### src/sv/sscr_pkg.sv
`timescale 1ns / 1ps

package sscr_pkg;

	localparam int STORE_BYTES  = 6912;
	localparam int BITMAP_BYTES = 6144;
	localparam int ATTR_BYTES   = 768;
	localparam int SCREEN_LINES = 192;
	localparam int ADDR_W       = 13;
	localparam int ATTR_W       = 10;

	localparam logic CMD_WRITE  = 1'b0;
	localparam logic CMD_RENDER = 1'b1;

	// one cell as read from the store, ready for decode
	typedef struct packed {
		logic [7:0] bits;
		logic [7:0] attr;
		logic [7:0] line;
		logic [4:0] col;
		logic       phase;
	} cell_t;

	// status of the pixel shifter toward the front end
	typedef struct packed {
		logic busy;
		logic free;
	} shift_stat_t;

	// interleaved bitmap order: third, line in row, row in third, column
	function automatic logic [ADDR_W-1:0] bitmap_index(input logic [7:0] line,
		input logic [4:0] col);
		bitmap_index = {line[7:6], line[2:0], line[5:3], col};
	endfunction

	// attributes: 32 bytes per character row
	function automatic logic [ATTR_W-1:0] attr_index(input logic [7:0] line,
		input logic [4:0] col);
		attr_index = {line[7:3], col};
	endfunction

endpackage

### src/sv/sscr_shift.sv
`timescale 1ns / 1ps

module sscr_shift import sscr_pkg::*; (
	input  logic        clk,
	input  logic        arst_n,
	input  logic        load,
	input  cell_t       cell_in,
	input  logic        out_ready,
	output shift_stat_t stat,
	output logic [7:0]  pixel_x,
	output logic [7:0]  pixel_y,
	output logic [3:0]  colour_index,
	output logic        pixel_on,
	output logic        last_pixel
);

	logic       busy_q;
	logic [2:0] cnt_q;
	logic [7:0] bits_q;
	logic [2:0] ink_q;
	logic [2:0] paper_q;
	logic       bright_q;
	logic [7:0] line_q;
	logic [4:0] col_q;

	logic xfer;
	logic swap;

	assign xfer       = busy_q && out_ready;
	assign last_pixel = (cnt_q == 3'd7);
	assign swap       = cell_in.attr[7] && cell_in.phase;

	assign stat.busy = busy_q;
	assign stat.free = !busy_q || (xfer && last_pixel);

	always_ff @(posedge clk or negedge arst_n) begin
		if (!arst_n) begin
			busy_q <= 1'b0;
			cnt_q  <= 3'd0;
		end else if (load) begin
			busy_q <= 1'b1;
			cnt_q  <= 3'd0;
		end else if (xfer && last_pixel) begin
			busy_q <= 1'b0;
		end else if (xfer) begin
			cnt_q <= cnt_q + 3'd1;
		end
	end

	always_ff @(posedge clk) begin
		if (load) begin
			bits_q   <= cell_in.bits;
			ink_q    <= swap ? cell_in.attr[5:3] : cell_in.attr[2:0];
			paper_q  <= swap ? cell_in.attr[2:0] : cell_in.attr[5:3];
			bright_q <= cell_in.attr[6];
			line_q   <= cell_in.line;
			col_q    <= cell_in.col;
		end else if (xfer) begin
			bits_q <= {bits_q[6:0], 1'b0};
		end
	end

	assign pixel_on     = bits_q[7];
	assign pixel_x      = {col_q, cnt_q};
	assign pixel_y      = line_q;
	assign colour_index = {bright_q, pixel_on ? ink_q : paper_q};

endmodule

### config.mk
export PLATFORM = sky130hd
export DESIGN_NAME = sscr_shift
export DESIGN_NICKNAME = d
export VERILOG_FILES = /design/src/sv/sscr_pkg.sv /design/src/sv/sscr_shift.sv
export SDC_FILE = /design/constraint.sdc
export NUM_CORES = 1
export LEC_CHECK = 0
export BUFFER_PORTS_ARGS = -buffer_cell sky130_fd_sc_hd__buf_2
export CORE_MARGIN = 2
export CORE_UTILIZATION = 49
export DETAILED_ROUTE_END_ITERATION = 7
export PLACE_DENSITY = 0.91
export SETUP_SLACK_MARGIN = 0.5
export SYNTH_ARGS = -nofsm -noshare
export SYNTH_HDL_FRONTEND = slang
export SYNTH_SLANG_ARGS = --single-unit
### constraint.sdc
create_clock -name clk -period 2.8 [get_ports clk]
set_input_delay 0.56 -clock clk [delete_from_list [all_inputs] [get_ports clk]]
set_output_delay 0.56 -clock clk [all_outputs]
set_load 0.02 [all_outputs]
# [After elaboration in Yosys (flattened, before gate mapping)]
# Index checks and enable logic that the tools add are counted.
[op_classes] n_div=0 n_eq_ne=2 bitwise=0 n_lt_le_gt_ge=0 shifts=0 mux=10 add_sub_neg=1 multipliers=0 n_reduce_logical=8
[op_table] operator="$mux W3" count=6
[op_table] operator="$mux W8" count=2
[op_table] operator="$reduce_bool A2 Y1" count=2
[op_table] operator="$add A3 B1 Y3 const B" count=1
[op_table] operator="$eq A3 B3 Y1 const B" count=1
[op_table] operator="$logic_and A1 B1 Y1" count=3
[op_table] operator="$mux W1" count=2
[op_table] operator="$ne A2 B2 Y1 const B" count=1
[op_table] operator="$reduce_and A2 Y1" count=1
[op_table] operator="$logic_not A1 Y1" count=1
[op_table] operator="$logic_or A1 B1 Y1" count=1
[word_totals] latch_bits=0 romBits=0 ram_bits=0 elab_cells=29 in_bits=34 n_memories=0 regBits=32

# [Longest topological paths before layout]
[depth] ltp_word=4 depth_mapped=4

# [Worst setup path before layout]
# No wires, ideal clock.
[synth_path] path_kind="register to output" from="register cnt_q[0]" to="output stat[0] (netlist bit)" t_required_ps=2240 stages_incl_launch_ff=5 arrival_ps=1199 slack_ps=1041 cell_sequence="dfrtp_1 -> ha_1 -> ha_1 -> nand2_1 -> nand2_1"
[synth_rtl] item="from (decl)" line="sscr_shift.sv:18" rtl="logic [2:0] cnt_q;"
[synth_rtl] item="from (signal assigned)" line="sscr_shift.sv:46" rtl="cnt_q <= cnt_q + 3'd1;"
[synth_rtl] item="to (decl)" line="sscr_shift.sv:9" rtl="output shift_stat_t stat,"

==> results.py <==
metrics = {
    "timing": {
        "worst_slack_ps": 735,
        "hold_ws_ps": 396,
        "rsz0062_at_grt": "no",
        "tightest_slew_ps": 674,
        "timing.final.crit_share_pct": 73.7,
        "max_clock_freq_ghz": 0.484,
        "hold_viol": 0,
        "fin_tns_setup_ps": 0,
        "fin_skew_ps": 11.4,
        "max-slew-margin-rel_pct": 55.1,
        "fin_crit_ps": 2060,
        "setup-violations-final": 0,
        "drv_slew": 0,
    },
    "setup_path": {
        "worstPathMaxFanout": 4,
        "worstPathRequired_ps": 2240,
        "arrival_ps": 1500,
        "cp-end-kind": "primary output",
        "setup.worst_path.start_class": "flop",
        "path_class": "flop to primary output",
    },
    "clock_network": {
        "clock_latency_ps": 330,
        "numCtsBuffers": 5,
        "cts.sinks": 32,
        "cts.clk_slew.worst_paths_ps": 100,
        "cts_buffer_depth": 2,
        "clockRootBuffer": "clkbuf_4",
        "h-tree-depth": 2,
        "cts_tree": "built",
        "post_cts_buffers": 0,
    },
    "synthesis": {
        "yosys.cell_types.count": 16,
        "ys_seq_area_share_pct": 73.3,
        "yosysWarningCount": 0,
        "yosys_most_used_dff": "edfxtp_1",
        "ys_ff_latch": 32,
        "synthCells": 69,
        "syn_area_per_cell_um2": 18.6,
        "syn_nets": 105,
        "synth_edf_count": 28,
        "syn_area_mm2": 0.00128,
        "ys_async_sr_fraction_pct": 12.5,
    },
    "finish": {
        "layout.cells.non_filler": 162,
        "drive_above_1_share_pct": 56.8,
        "insertedDiodeCount": 0,
        "multiInputGateArea_um2": 317,
        "fin_util_pct": 67.3,
        "seqCellArea_um2": 941,
        "syn_to_final_growth_pct": 29.8,
        "fillers": 198,
        "fin_nets": 167,
        "stdcell_area_mm2": 0.00167,
    },
    "power": {
        "leakage_nw": 0.743,
        "power_density_mw_per_mm2": 628,
        "finalPower_mw": 1.05,
        "irDropWorstVdd_mv": 0.476,
    },
    "routing": {
        "antenna_left": 0,
        "drt_pre_antenna_iters": 5,
        "via_per_inst": 5.01,
        "drt_iter0_markers": 13,
        "drt_wl_total_um": 2290,
        "drc": 0,
        "vias": 812,
        "wire_per_inst_um": 14.2,
    },
    "job": {
        "cap_viol_max_count": 0,
    },
    "placed_design": {
        "gp_congestion": 0.651,
        "io_buffers": 57,
        "hpwl_um": 1760,
        "numPlacedInstances": 153,
        "dpl-instance-area_mm2": 0.00158,
        "pre_cts_ws_ps": 984,
    },
    "die": {
        "die_h_um": 55.2,
        "core_mm2": 0.00248,
        "die-area_mm2": 0.00305,
        "die_x_um": 55.2,
        "num_io_pins": 58,
        "start_util_pct": 51.8,
        "rows": 18,
    },
    "global_route": {
        "track_usage_pct": 16.7,
        "grt_pass1_vias": 778,
        "antenna_found_initial": 0,
        "grt_max_degree": 37,
        "grt_pass1_wl_um": 3220,
        "overflow": 0,
    },
    "run_status": {
        "status": "finished clean",
    },
    "hold_path": {
        "hold_path.class": "input pin to flop",
    },
}
-- cell families (layout without fill, tap and decap cells) --
| logic type | Yosys count | after routing | share of synthesized area (%) |
|---|---|---|---|
| muxes | 19 | 19 | 16.8 |
| adders and majority gates | 2 | 2 | 1.95 |
| AOI/OAI and AO/OA | 2 | 2 | 1.17 |
| DFF | 32 | 32 | 73.3 |
| and+or+nand+nor | 11 | 11 | 4.78 |
| buffers and inverters | 3 | 66 | 2.05 |
-- cells in the mapped netlist, types with 2 or more instances --
library cell	n	area share (%)
ha_1	2	1.9
mux2_2	10	8.8
nand2_1	3	0.88
dfrtp_1	4	7.8
buf_4	2	1.2
nand2b_1	4	1.9
a21o_1	2	1.2
edfxtp_1	28	65
mux2_1	6	5.3
mux2i_1	2	1.6
-- routing by layer --
metal | share of wire [%] | track usage (%) | up-vias
li1 | - | - | 385
met1 | 35 | 16.3 | 388
met2 | 53 | 27.2 | 34
met3 | 9.7 | 8.33 | 5
met4 | 2.3 | 12.2 | 0
met5 | 0 | 0 | -
-- flip-flops by register name, indices dropped and copies added (netlist names) --
| signal | cells |
|---|---|
| bits_q | 8 |
| bright_q | 1 |
| busy_q | 1 |
| cnt_q | 3 |
| col_q | 5 |
| ink_q | 3 |
| paper_q | 3 |
| pixel_y | 8 |
-- layout make-up --
| class | instances | area share (%) |
|---|---|---|
| clock buffer | 6 | 2.48 |
| clock inverter | 2 | 2.10 |
| multi-input combinational | 34 | 19.0 |
| sequential | 32 | 56.5 |
| tap | 30 | 2.25 |
| timing repair buffer | 58 | 17.7 |
-- placed cells by master (no fill, tap or decap), drive strengths merged --
cell,synthesis,routed
and3b,1,1
nand2b,4,4
buf,3,57
a21o,2,2
and2,1,1
nor2,1,1
dlygate4sd3,0,1
bufinv,0,1
edfxtp,28,28
clkbuf,0,6
clkinv,0,1
mux2,17,17
dfrtp,4,4
ha,2,2
mux2i,2,2
nor2b,1,1
nand2,3,3
-- repair_timing --
item,4_1_cts,5_1_grt
hold endpoints to repair,0,1
resized for setup,0,0
hold buffers,0,1
-- power by group --
group | switching (mW) | internal, mW
Sequential | 0.0124 | 0.564
Clock | 0.149 | 0.187
Combinational | 0.0734 | 0.0604
Total | 0.235 | 0.812
-- path summary, 6_finish.rpt --
| path | startpoint | end | slack (ps) | cells past startpoint |
|---|---|---|---|---|
| max in group asynchronous | arst_n | busy_q$_DFFE_PN0P_ | 2120 | 2 |
| max | cnt_q[0]$_DFFE_PN0P_ | stat[0] | 740 | 5 |
| min reg2reg | bits_q[5]$_DFFE_PP_ | bits_q[6]$_DFFE_PP_ | 540 | 1 |
| max reg2reg | cnt_q[0]$_DFFE_PN0P_ | cnt_q[0]$_DFFE_PN0P_ | 1200 | 4 |
| min in group asynchronous | arst_n | cnt_q[2]$_DFFE_PN0P_ | 540 | 2 |
| min | cell_in[4] | col_q[3]$_DFFE_PP_ | 400 | 1 |
-- worst max-delay path, stage by stage (launching register included) --
cell and delay [ps]:
dfrtp_1 420, ha_1 210, ha_1 210, nand2_1 100
nand2_1 70, buf_2 160
Note: power is estimated with default switching activity, not from simulation.
